[src/hw/rtl/rpw_pkg.sv]
package rpw_pkg;

  // field widths
  localparam int BYTES_W  = 48;
  localparam int TIME_W   = 32;
  localparam int FRAMES_W = 32;
  localparam int PEAK_W   = 16;
  localparam int VERDICT_W = 3;
  localparam int CFG_IDX_W = 2;
  localparam int CFG_DATA_W = 32;

  // stream layout
  localparam int IN_TDATA_W  = 136;
  localparam int OUT_TDATA_W = 8;

  localparam int BYTES_LO   = 0;
  localparam int ELAPSED_LO = BYTES_LO + BYTES_W;
  localparam int DISK_BIT   = ELAPSED_LO + TIME_W;
  localparam int FRAMES_LO  = DISK_BIT + 1;
  localparam int PVALID_BIT = FRAMES_LO + FRAMES_W;
  localparam int PEAK_LO    = PVALID_BIT + 1;

  // header margin in bytes, one bit wider than the byte count
  localparam logic [BYTES_W:0] HEADER_MARGIN = (BYTES_W + 1)'(8192 * 4);

  // commands
  localparam logic CMD_ARM     = 1'b0;
  localparam logic CMD_OBSERVE = 1'b1;

  // verdict codes
  localparam logic [VERDICT_W-1:0] VERDICT_TOO_EARLY = 3'd0;
  localparam logic [VERDICT_W-1:0] VERDICT_NOTHING   = 3'd1;
  localparam logic [VERDICT_W-1:0] VERDICT_STALLED   = 3'd2;
  localparam logic [VERDICT_W-1:0] VERDICT_NO_SOUND  = 3'd3;
  localparam logic [VERDICT_W-1:0] VERDICT_HEALTHY   = 3'd4;

  // register indexes
  localparam logic [CFG_IDX_W-1:0] REG_GRACE_TIME   = 2'd0;
  localparam logic [CFG_IDX_W-1:0] REG_STALL_TIME   = 2'd1;
  localparam logic [CFG_IDX_W-1:0] REG_SILENCE_TIME = 2'd2;
  localparam logic [CFG_IDX_W-1:0] REG_SILENCE_FLOOR = 2'd3;

  // reset values
  localparam logic [TIME_W-1:0] GRACE_TIME_RST   = 32'd3000;
  localparam logic [TIME_W-1:0] STALL_TIME_RST   = 32'd5000;
  localparam logic [TIME_W-1:0] SILENCE_TIME_RST = 32'd20000;
  localparam logic [PEAK_W-1:0] SILENCE_FLOOR_RST = 16'd33;

  typedef struct packed {
    logic                command;
    logic [PEAK_W-1:0]   peak_level;
    logic                peak_valid;
    logic [FRAMES_W-1:0] frames_accepted;
    logic                disk_seen;
    logic [TIME_W-1:0]   elapsed_ms;
    logic [BYTES_W-1:0]  bytes_on_disk;
  } item_t;

  typedef struct packed {
    logic [TIME_W-1:0] grace_time_ms;
    logic [TIME_W-1:0] stall_time_ms;
    logic [TIME_W-1:0] silence_time_ms;
    logic [PEAK_W-1:0] silence_floor;
  } cfg_t;

endpackage

[src/hw/rtl/rpw_cfg_regs.sv]
module rpw_cfg_regs (
  input  logic                             clk,
  input  logic                             rst,
  input  logic                             cfg_we,
  input  logic [rpw_pkg::CFG_IDX_W-1:0]    cfg_index,
  input  logic [rpw_pkg::CFG_DATA_W-1:0]   cfg_data,
  output rpw_pkg::cfg_t                    cfg
);

  always_ff @(posedge clk) begin
    if (rst) begin
      cfg.grace_time_ms   <= rpw_pkg::GRACE_TIME_RST;
      cfg.stall_time_ms   <= rpw_pkg::STALL_TIME_RST;
      cfg.silence_time_ms <= rpw_pkg::SILENCE_TIME_RST;
      cfg.silence_floor   <= rpw_pkg::SILENCE_FLOOR_RST;
    end else if (cfg_we) begin
      case (cfg_index)
        rpw_pkg::REG_GRACE_TIME:    cfg.grace_time_ms   <= cfg_data;
        rpw_pkg::REG_STALL_TIME:    cfg.stall_time_ms   <= cfg_data;
        rpw_pkg::REG_SILENCE_TIME:  cfg.silence_time_ms <= cfg_data;
        rpw_pkg::REG_SILENCE_FLOOR: cfg.silence_floor   <= cfg_data[rpw_pkg::PEAK_W-1:0];
        default: ;
      endcase
    end
  end

endmodule

[src/hw/rtl/rpw_judge.sv]
module rpw_judge (
  input  logic                              clk,
  input  logic                              rst,
  input  rpw_pkg::cfg_t                     cfg,
  input  rpw_pkg::item_t                    item,
  input  logic                              fire,
  output logic [rpw_pkg::VERDICT_W-1:0]     verdict
);

  logic                         armed;
  logic [rpw_pkg::BYTES_W-1:0]  bytes_at_arm;
  logic [rpw_pkg::BYTES_W-1:0]  last_byte_count;
  logic [rpw_pkg::TIME_W-1:0]   last_growth_ms;
  logic                         growth_seen;
  logic                         silence_said;

  logic                         observe;
  logic                         grow;
  logic [rpw_pkg::TIME_W-1:0]   growth_ms_now;
  logic                         growth_seen_now;
  logic [rpw_pkg::BYTES_W:0]    arm_limit;
  logic                         early;
  logic                         nothing;
  logic                         stall;
  logic                         no_sound;

  assign observe = (item.command == rpw_pkg::CMD_OBSERVE);
  assign grow    = item.disk_seen && (item.bytes_on_disk > last_byte_count);

  // growth is taken into account before any check
  assign growth_ms_now   = grow ? item.elapsed_ms : last_growth_ms;
  assign growth_seen_now = growth_seen | grow;

  assign arm_limit = {1'b0, bytes_at_arm} + rpw_pkg::HEADER_MARGIN;

  assign early   = item.elapsed_ms < cfg.grace_time_ms;
  assign nothing = item.disk_seen &&
                   (!growth_seen_now ||
                    (({1'b0, item.bytes_on_disk} <= arm_limit) &&
                     (item.frames_accepted == '0)));
  // time going backwards never counts as a stall
  assign stall   = item.disk_seen && (item.elapsed_ms >= growth_ms_now) &&
                   ((item.elapsed_ms - growth_ms_now) >= cfg.stall_time_ms);
  assign no_sound = !silence_said && (item.elapsed_ms >= cfg.silence_time_ms) &&
                    item.peak_valid && (item.peak_level < cfg.silence_floor);

  always_comb begin
    if (!armed || early) begin
      verdict = rpw_pkg::VERDICT_TOO_EARLY;
    end else if (nothing) begin
      verdict = rpw_pkg::VERDICT_NOTHING;
    end else if (stall) begin
      verdict = rpw_pkg::VERDICT_STALLED;
    end else if (no_sound) begin
      verdict = rpw_pkg::VERDICT_NO_SOUND;
    end else begin
      verdict = rpw_pkg::VERDICT_HEALTHY;
    end
  end

  always_ff @(posedge clk) begin
    if (rst) begin
      armed        <= 1'b0;
      growth_seen  <= 1'b0;
      silence_said <= 1'b0;
    end else if (fire) begin
      if (!observe) begin
        armed        <= 1'b1;
        growth_seen  <= 1'b0;
        silence_said <= 1'b0;
      end else if (armed) begin
        growth_seen <= growth_seen_now;
        if (verdict == rpw_pkg::VERDICT_NO_SOUND) begin
          silence_said <= 1'b1;
        end
      end
    end
  end

  always_ff @(posedge clk) begin
    if (fire) begin
      if (!observe) begin
        bytes_at_arm    <= item.bytes_on_disk;
        last_byte_count <= item.bytes_on_disk;
        last_growth_ms  <= item.elapsed_ms;
      end else if (armed && grow) begin
        last_byte_count <= item.bytes_on_disk;
        last_growth_ms  <= item.elapsed_ms;
      end
    end
  end

endmodule

[src/hw/rtl/recording_progress_watchdog_unit.sv]
// Recording progress watchdog: judges whether a recording that writes to
// storage is alive. A word with tuser = 0 arms the monitor (latches byte
// count and time, clears the growth and silence flags) and gives no result.
// A word with tuser = 1 is an observation and gives exactly one verdict word:
// 0 too early, 1 nothing written, 2 stalled, 3 no sound (once per arm),
// 4 healthy. One word is taken every clock cycle unless a stalled verdict
// blocks an observation; a verdict leaves from the result register. The
// watchdog state is updated as a word leaves the input register, so
// consecutive words see each other's effect with no gap. While a verdict
// waits, one more word can be taken into the input register; arm words
// never wait for the output. The user must write configuration registers via
// cfg_we / cfg_index / cfg_data only while idle; the block does not check.
module recording_progress_watchdog_unit (
  input  logic                                  clk,
  input  logic                                  rst,
  // input stream
  input  logic                                  s_axis_tvalid,
  output logic                                  s_axis_tready,
  // tdata from bit 0: bytes_on_disk[47:0], elapsed_ms[79:48], disk_seen[80],
  // frames_accepted[112:81], peak_valid[113], peak_level[129:114], zeros
  input  logic [rpw_pkg::IN_TDATA_W-1:0]        s_axis_tdata,
  // tuser: command (0 arm, 1 observe)
  input  logic                                  s_axis_tuser,
  // result stream
  output logic                                  m_axis_tvalid,
  input  logic                                  m_axis_tready,
  // tdata from bit 0: verdict[2:0], zeros
  output logic [rpw_pkg::OUT_TDATA_W-1:0]       m_axis_tdata,
  // configuration write port
  input  logic                                  cfg_we,
  input  logic [rpw_pkg::CFG_IDX_W-1:0]         cfg_index,
  input  logic [rpw_pkg::CFG_DATA_W-1:0]        cfg_data
);

  rpw_pkg::cfg_t   cfg;
  rpw_pkg::item_t  in_item;
  logic            in_valid;
  logic            in_is_arm;
  logic            advance;
  logic [rpw_pkg::VERDICT_W-1:0] verdict_next;
  logic [rpw_pkg::VERDICT_W-1:0] verdict;

  rpw_cfg_regs u_cfg (
    .clk       (clk),
    .rst       (rst),
    .cfg_we    (cfg_we),
    .cfg_index (cfg_index),
    .cfg_data  (cfg_data),
    .cfg       (cfg)
  );

  // an arm word leaves without a result; an observation needs the result
  // register empty or being drained this cycle
  assign in_is_arm = (in_item.command == rpw_pkg::CMD_ARM);
  assign advance   = in_valid && (in_is_arm || !m_axis_tvalid || m_axis_tready);
  assign s_axis_tready = !in_valid || advance;

  // input register
  always_ff @(posedge clk) begin
    if (rst) begin
      in_valid <= 1'b0;
    end else if (s_axis_tready) begin
      in_valid <= s_axis_tvalid;
    end
  end

  always_ff @(posedge clk) begin
    if (s_axis_tvalid && s_axis_tready) begin
      in_item.command         <= s_axis_tuser;
      in_item.bytes_on_disk   <= s_axis_tdata[rpw_pkg::BYTES_LO +: rpw_pkg::BYTES_W];
      in_item.elapsed_ms      <= s_axis_tdata[rpw_pkg::ELAPSED_LO +: rpw_pkg::TIME_W];
      in_item.disk_seen       <= s_axis_tdata[rpw_pkg::DISK_BIT];
      in_item.frames_accepted <= s_axis_tdata[rpw_pkg::FRAMES_LO +: rpw_pkg::FRAMES_W];
      in_item.peak_valid      <= s_axis_tdata[rpw_pkg::PVALID_BIT];
      in_item.peak_level      <= s_axis_tdata[rpw_pkg::PEAK_LO +: rpw_pkg::PEAK_W];
    end
  end

  // verdict logic and watchdog state, updated on advance
  rpw_judge u_judge (
    .clk     (clk),
    .rst     (rst),
    .cfg     (cfg),
    .item    (in_item),
    .fire    (advance),
    .verdict (verdict_next)
  );

  // result register
  always_ff @(posedge clk) begin
    if (rst) begin
      m_axis_tvalid <= 1'b0;
    end else if (advance && !in_is_arm) begin
      m_axis_tvalid <= 1'b1;
    end else if (m_axis_tready) begin
      m_axis_tvalid <= 1'b0;
    end
  end

  always_ff @(posedge clk) begin
    if (advance && !in_is_arm) begin
      verdict <= verdict_next;
    end
  end

  assign m_axis_tdata = {{(rpw_pkg::OUT_TDATA_W - rpw_pkg::VERDICT_W){1'b0}}, verdict};

endmodule

[config.mk]
export PLATFORM = sky130hd
export DESIGN_NAME = recording_progress_watchdog_unit
export DESIGN_NICKNAME = d
export VERILOG_FILES = /design/src/hw/rtl/rpw_pkg.sv /design/src/hw/rtl/rpw_cfg_regs.sv /design/src/hw/rtl/rpw_judge.sv /design/src/hw/rtl/recording_progress_watchdog_unit.sv
export SDC_FILE = /design/constraint.sdc
export NUM_CORES = 1
export LEC_CHECK = 0
export BUFFER_PORTS_ARGS = -buffer_cell sky130_fd_sc_hd__buf_2
export CAP_MARGIN = 20
export CORE_UTILIZATION = 51
export CTS_CLUSTER_SIZE = 8
export DETAILED_ROUTE_END_ITERATION = 16
export GPL_ROUTABILITY_DRIVEN = 0
export PLACE_DENSITY = 0.74
export SLEW_MARGIN = 10
export SYNTH_ARGS = -nofsm -noshare
export SYNTH_HDL_FRONTEND = slang
export SYNTH_SLANG_ARGS = --single-unit
export TNS_END_PERCENT = 30
[constraint.sdc]
create_clock -name clk -period 9.1 [get_ports clk]
set_input_delay 0.91 -clock clk [delete_from_list [all_inputs] [get_ports clk]]
set_output_delay 0.91 -clock clk [all_outputs]
set_load 0.01 [all_outputs]
# Word level (Yosys, flattened, before mapping)
# Index checks and enable logic that the tools add are counted.
[op_classes]
add_sub_neg = 2
multipliers = 0
div_mod_pow = 0
magnitude_cmp = 7
eq_ne = 7
shift = 0
n_mux = 16
n_bitwise = 2
reduce_logical = 33
[ops]
columns = ["operator", "count"]
rows = [
  ["greater-or-equal comparator 32 bit", 3],
  ["2-to-1 mux 32 bit", 3],
  ["2-to-1 mux 48 bit", 2],
  ["adder 48 x 16 -> 49 bit (second input constant)", 1],
  ["<= comparator 48 x 49 -> 1 bit", 1],
  ["greater-than comparator 48 bit", 1],
  ["zero test 32 bit", 1],
  ["less-than comparator 32 bit", 1],
  ["subtractor 32 bit", 1],
  ["less-than comparator 16 bit", 1],
  ["AND reduction 2 bit", 7],
  ["logical AND 1 bit", 12],
  ["2-to-1 mux 3 bit", 4],
  ["2-to-1 mux 1 bit", 7],
  ["inequality test 2 x 1 -> 1 bit (second input constant)", 3],
  ["zero test 1 bit", 5],
  ["logical OR 1 bit", 5],
  ["== test 2 bit (second input constant)", 2],
  ["== test 3 x 2 -> 1 bit (second input constant)", 1],
  ["AND reduction 3 bit", 1],
  ["== test 2 x 1 -> 1 bit (second input constant)", 1],
  ["zero test 2 bit", 1],
  ["nonzero test 2 bit", 1],
  ["inverter 1 bit", 1],
  ["OR 1 bit", 1],
]
[word_totals]
regBits = 379
latchBits = 0
ram_bits = 0
romBits = 0
in_bits = 176
output_inout_bits = 10
wordCells = 87
memories = 0

# Longest topological paths before layout
[depth]
word_depth = 13
ltp_mapped = 32
ltp_nobuf = 31

# Cells and area by module
# A second synthesis with hierarchy kept.
[unflattened]
hier_cells = 1738
area_unflattened_um2 = 20378.3
[by_module_without_submodules]
columns = ["mod", "n_inst", "cells_each", "area_per_inst_um2", "seq_area_each_um2"]
rows = [
  ["rpw_judge", 1, 1169, 11700.0, 3903.7],
  ["rpw_cfg_regs", 1, 417, 4509.3, 2242.2],
  ["recording_progress_watchdog_unit", 1, 152, 4169.0, 4063.9],
]

# Worst setup path before layout
# No wires, ideal clock.
[synth_timing]
path_kind = "input to register"
start = "input port m_axis_tready"
end = "register in_item[0] in the netlist's numbering, enable pin"
setup_ns = 0.699
t_arrival_ns = 7.523
setup_slack_ns = 0.878
cell_stages = 2
path_buffers = 0
cell_sequence = "nor2b_1 > a31oi_1"
[synth_via]
elab_chain_cells = 4
[synth_rtl]
columns = ["element", "line_no", "source"]
rows = [
  ["start: declaration", "recording_progress_watchdog_unit.sv:26", "input logic m_axis_tready,"],
  ["logical OR 1 bit", "recording_progress_watchdog_unit.sv:55", "assign advance = in_valid && (in_is_arm || !m_axis_tvalid || m_axis_tready);"],
  ["logical AND 1 bit", "recording_progress_watchdog_unit.sv:55", ""],
  ["logical OR 1 bit", "recording_progress_watchdog_unit.sv:56", "assign s_axis_tready = !in_valid || advance;"],
  ["logical AND 1 bit", "recording_progress_watchdog_unit.sv:68", "if (s_axis_tvalid && s_axis_tready) begin"],
  ["end: declaration", "recording_progress_watchdog_unit.sv:36", "rpw_pkg::item_t in_item;"],
]
# Every way passes these cells.
# A chain may end at the register's enable or synchronous reset.

# Worst setup path after layout
[layout_timing]
start = "register in_item[30] in the netlist's numbering"
end = "register verdict[0] in the netlist's numbering (data pin)"
[layout_via]
elab_chain_cells = 9
elab_cells_between_ends = 17
[layout_rtl]
columns = ["element", "line_no", "source"]
rows = [
  ["greater-than comparator 48 bit", "rpw_judge.sv:28", "assign grow = item.disk_seen && (item.bytes_on_disk > last_byte_count);"],
  ["logical AND 1 bit", "rpw_judge.sv:28", ""],
  ["2-to-1 mux 32 bit", "rpw_judge.sv:31", "assign growth_ms_now = grow ? item.elapsed_ms : last_growth_ms;"],
  ["subtractor 32 bit / greater-or-equal comparator 32 bit (equally long branches)", "rpw_judge.sv:43, rpw_judge.sv:42", ""],
  ["greater-or-equal comparator 32 bit / logical AND 1 bit (equally long branches)", "rpw_judge.sv:43, rpw_judge.sv:42", ""],
  ["logical AND 1 bit", "rpw_judge.sv:42", "assign stall = item.disk_seen && (item.elapsed_ms >= growth_ms_now) &&"],
  ["2-to-1 mux 3 bit", "rpw_judge.sv:52", "end else if (stall) begin"],
  ["2-to-1 mux 3 bit (*)", "rpw_judge.sv:50", "end else if (nothing) begin"],
  ["2-to-1 mux 3 bit (*)", "rpw_judge.sv:48", "if (!armed || early) begin"],
  ["via u_judge.verdict, one bit", "rpw_judge.sv:7", "output logic [rpw_pkg::VERDICT_W-1:0] verdict"],
  ["end signal: assignment", "recording_progress_watchdog_unit.sv:102", "verdict <= verdict_next;"],
  ["end: declaration", "recording_progress_watchdog_unit.sv:41", "logic [rpw_pkg::VERDICT_W-1:0] verdict;"],
]
# Mark *: on every way through the listed nets, which the timed path passes. The rest lies on a longest branch.

==> flow_summary.toml <==
[place]
number_of_buffer_cells_added_on_primary_ports = 174
place_hpwl_um = 31900
placement.cell_area_um2 = 21000
post-place-ws_ns = 2.01

[synthesis]
post_synth_inst_count = 1825
synth_seq_cells = 379
netlist_area_um2 = 19600
synth.most_common_cell = "sky130_fd_sc_hd__edfxtp_1"
synth.avg_cell_area_um2 = 10.7
number_of_synthesized_flops_with_an_enable_pin = 262
postSynth.topFlopCell = "sky130_fd_sc_hd__edfxtp_1"
synth_top_area_cell = "sky130_fd_sc_hd__edfxtp_1"
synth_top_cells_by_area = "sky130_fd_sc_hd__edfxtp_1 (40%), sky130_fd_sc_hd__ha_1 (15%), sky130_fd_sc_hd__dfxtp_1 (12%), sky130_fd_sc_hd__nand2_1 (5.0%), sky130_fd_sc_hd__a21oi_1 (4.4%)"
yosysTopAreaCellShare_pct = 40.2
ys_async_sr_fraction_pct = 0
synth_top_cells_by_count = "sky130_fd_sc_hd__edfxtp_1 (262), sky130_fd_sc_hd__nand2_1 (259), sky130_fd_sc_hd__ha_1 (239)"
synth.yosys.seq_area_share_pct = 52.1
synth.lib_cells_used.distinct = 71
yosys_warnings = 0

[timing]
period_minus_slack_ns = 7.15
finalClockSkew_ns = 0.0254
setup_viol_count_final = 0
min_period_over_period_pct = 78.5
worst-slew-pin-transition_ns = 1.05
setup_ws_ns = 1.95
worst_hold_slack_ns = 0.452
report.final.slew_viol_count = 0
timing.slew.headroom_pct = 29.7
grt_setup_unrepaired = "no"
totalNegativeSetupSlack_ns = 0
timing_hold_violations_final = 0
fmax_ghz = 0.140

[die]
die_area_um2 = 39200
die_h_um = 198
floorplan.io_pins = 186
core_area_um2 = 37800
floorplan.initialDensity_pct = 51.9
fp.dieW_um = 198
placement_rows = 71

[routing]
drt_iter0_markers = 797
drtAntennaViolNets = 0
routed_via_count = 14100
routed_via_density = 5.47
drcViolationCount = 0
routed_wirelength_um = 45000
drt_pass1_iterations = 5
wl_per_cell_um = 17.5

[grt]
maximum_number_of_pins_on_one_net_before_global_route_repair = 81
global_route_wire_length_before_repair_um = 71400
grt_util_all_layers_pct = 23.3
global_route.overflow_total = 0
antenna_found_initial = 5
number_of_global_route_vias_before_repair = 13900

[clocking]
post_cts.repair.setup_buffers = 0
post_cts_hold_buffer_count = 0
cts_tree = "built"
cts.sink_count = 379
cts_buffers = 53
cts.repair.resized = 0
cts.path.max_buffers = 3
cts-htree-levels = 2
clock_insertion_delay_worst_skew_ns = 0.59
cts.root.buffer_cell = "sky130_fd_sc_hd__clkbuf_16"
clk_pin_slew_ns = 0.05

[min_path]
hold_path.class = "reg -> reg"

[critical_path]
start_kind = "flop"
timing.critical_path.from = "in_item[30]"
r2r_end = "verdict[0]"
critPathCapture = "verdict[0]"
critPathCaptureType = "flop"
timing.critical_path.fanout_max = 29
worst-r2r-cell-count = 25
critPathRequiredTime_ns = 9.40
critPathKind = "reg -> reg"
rrSetupSlack_ns = 1.95
rr_startpoint = "in_item[30]"
critPathArrivalTime_ns = 7.45

[final_layout]
antenna_cells_inserted = 0
drive_gt1_share_pct = 12.6
nets = 2434
stdcell_area_um2 = 22600
area_growth_pct = 15.3
postLayoutCoreUtil_pct = 59.8

[power]
ir_worst_vdd_uv = 150
p_leak_nw = 9.25
power.density_cell_area_nw_per_um2 = 193

[job]
cap_violations = 0

[run_status]
status = "finished, final reports clean"
metal layers:
| layer | global-route usage, % | wire length, um | vias to the layer above | share of wire, % |
|---|---|---|---|---|
| li1 | - | - | 6910 | - |
| met1 | 30.3 | 20000 | 6686 | 45 |
| met2 | 38.5 | 20900 | 361 | 46 |
| met3 | 5.26 | 2720 | 91 | 6.1 |
| met4 | 7.98 | 1280 | 10 | 2.8 |
| met5 | 0 | 56 | - | 0.12 |
registers in the layout, summed over array words and instances, names as in the netlist:
register,cells
u_cfg.cfg,112
in_item,131
u_judge.bytes_at_arm,48
u_judge.growth_seen,1
m_axis_tvalid,1
u_judge.last_byte_count,48
u_judge.silence_said,1
verdict,3
u_judge.armed,1
in_valid,1
u_judge.last_growth_ms,32
cells by family after synthesis:
family | after synthesis | share of synthesized area [%]
simple gates | 505 | 11.8
fa+ha+maj | 240 | 15.4
mux | 32 | 1.64
buf+inv | 241 | 4.73
other cells | 1 | 0.0191
compound gates | 372 | 11.9
flops | 379 | 52.1
xor+xnor | 55 | 2.46
cell usage in the layout (no fill, tap or decap), types with 6 or more instances in the layout:
cell type and instances:
sky130_fd_sc_hd__o21ai_0 39, sky130_fd_sc_hd__a211oi_1 13, sky130_fd_sc_hd__and3_1 6, sky130_fd_sc_hd__buf_4 8
sky130_fd_sc_hd__o21ai_1 9, sky130_fd_sc_hd__ha_1 239, sky130_fd_sc_hd__nor2_1 70, sky130_fd_sc_hd__edfxtp_1 262
sky130_fd_sc_hd__nand2b_1 11, sky130_fd_sc_hd__nand3_1 29, sky130_fd_sc_hd__dfxtp_1 117, sky130_fd_sc_hd__a211o_1 11
sky130_fd_sc_hd__nand4_1 45, sky130_fd_sc_hd__inv_1 191, sky130_fd_sc_hd__clkbuf_16 55, sky130_fd_sc_hd__xnor2_1 27
sky130_fd_sc_hd__and4_1 7, sky130_fd_sc_hd__a21oi_1 174, sky130_fd_sc_hd__clkbuf_1 37, sky130_fd_sc_hd__nand3b_1 12
sky130_fd_sc_hd__nor2b_1 13, sky130_fd_sc_hd__mux2i_1 31, sky130_fd_sc_hd__o21a_1 6, sky130_fd_sc_hd__xor2_1 28
sky130_fd_sc_hd__a21o_1 58, sky130_fd_sc_hd__buf_2 173, sky130_fd_sc_hd__nor3_1 24, sky130_fd_sc_hd__nor4_1 9
sky130_fd_sc_hd__nand2_1 259
worst max-delay path, cell delays in order, from the launching register on:
cell and delay, ns:
sky130_fd_sc_hd__edfxtp_1 0.45, sky130_fd_sc_hd__ha_1 0.33, sky130_fd_sc_hd__nand4_1 0.14, sky130_fd_sc_hd__nor3_1 0.45
sky130_fd_sc_hd__nand4_1 0.26, sky130_fd_sc_hd__o21bai_1 0.26, sky130_fd_sc_hd__a31oi_4 0.46, sky130_fd_sc_hd__buf_4 0.54
sky130_fd_sc_hd__mux2i_1 0.24, sky130_fd_sc_hd__ha_1 0.31, sky130_fd_sc_hd__a21o_1 0.21, sky130_fd_sc_hd__a21o_1 0.19
sky130_fd_sc_hd__a21o_1 0.19, sky130_fd_sc_hd__o21ai_1 0.17, sky130_fd_sc_hd__a31o_1 0.23, sky130_fd_sc_hd__a21boi_1 0.14
sky130_fd_sc_hd__o311a_1 0.35, sky130_fd_sc_hd__a311o_1 0.37, sky130_fd_sc_hd__ha_1 0.29, sky130_fd_sc_hd__nand4_1 0.18
sky130_fd_sc_hd__o31ai_1 0.27, sky130_fd_sc_hd__o21ai_0 0.11, sky130_fd_sc_hd__o211a_1 0.12, sky130_fd_sc_hd__a311o_1 0.32
sky130_fd_sc_hd__a2bb2oi_1 0.17, sky130_fd_sc_hd__a21boi_1 0.08
worst min-delay path by stage:
stage | depth (start not counted) | start | slack (ns) | end
2_1_floorplan | 2 | u_judge.silence_said | 0.43 | u_judge.silence_said
4_1_cts | 2 | u_cfg.cfg[22] | 0.45 | u_cfg.cfg[22]
6_report | 2 | u_cfg.cfg[94] | 0.45 | u_cfg.cfg[94]
5_1_grt | 2 | u_cfg.cfg[97] | 0.47 | u_cfg.cfg[97]
3_3_place_gp | 2 | u_cfg.cfg[106] | 0.44 | u_cfg.cfg[106]
3_5_place_dp | 2 | u_cfg.cfg[71] | 0.45 | u_cfg.cfg[71]
final cells by class:
| cell class | count | area, um2 |
|---|---|---|
| Inverter | 193 | 724 |
| Tap cell | 511 | 639 |
| Clock inverter | 2 | 15.0 |
| Sequential cell | 379 | 10200 |
| Multi-Input combinational cell | 1209 | 8530 |
| Clock buffer | 92 | 1520 |
| Timing Repair Buffer | 182 | 953 |
| Fill cell | 3091 | 15200 |
metrics by stage:
| step | total power, mW | instances |
|---|---|---|
| final | 4.35 | 2568 |
| after global routing | 4.55 | 2568 |
| after CTS | 4.40 | 2567 |
| after detailed placement | 2.54 | 2473 |
| after global placement | 2.51 | 2473 |
| after floorplan | 2.38 | 1829 |
report_power, final:
part           switching [mW]  internal [mW]
Combinational           0.308          0.233
Clock                   0.718           1.11
Sequential             0.0518           1.93
Total                    1.08           3.27
Power figures use the tool's default switching activity.
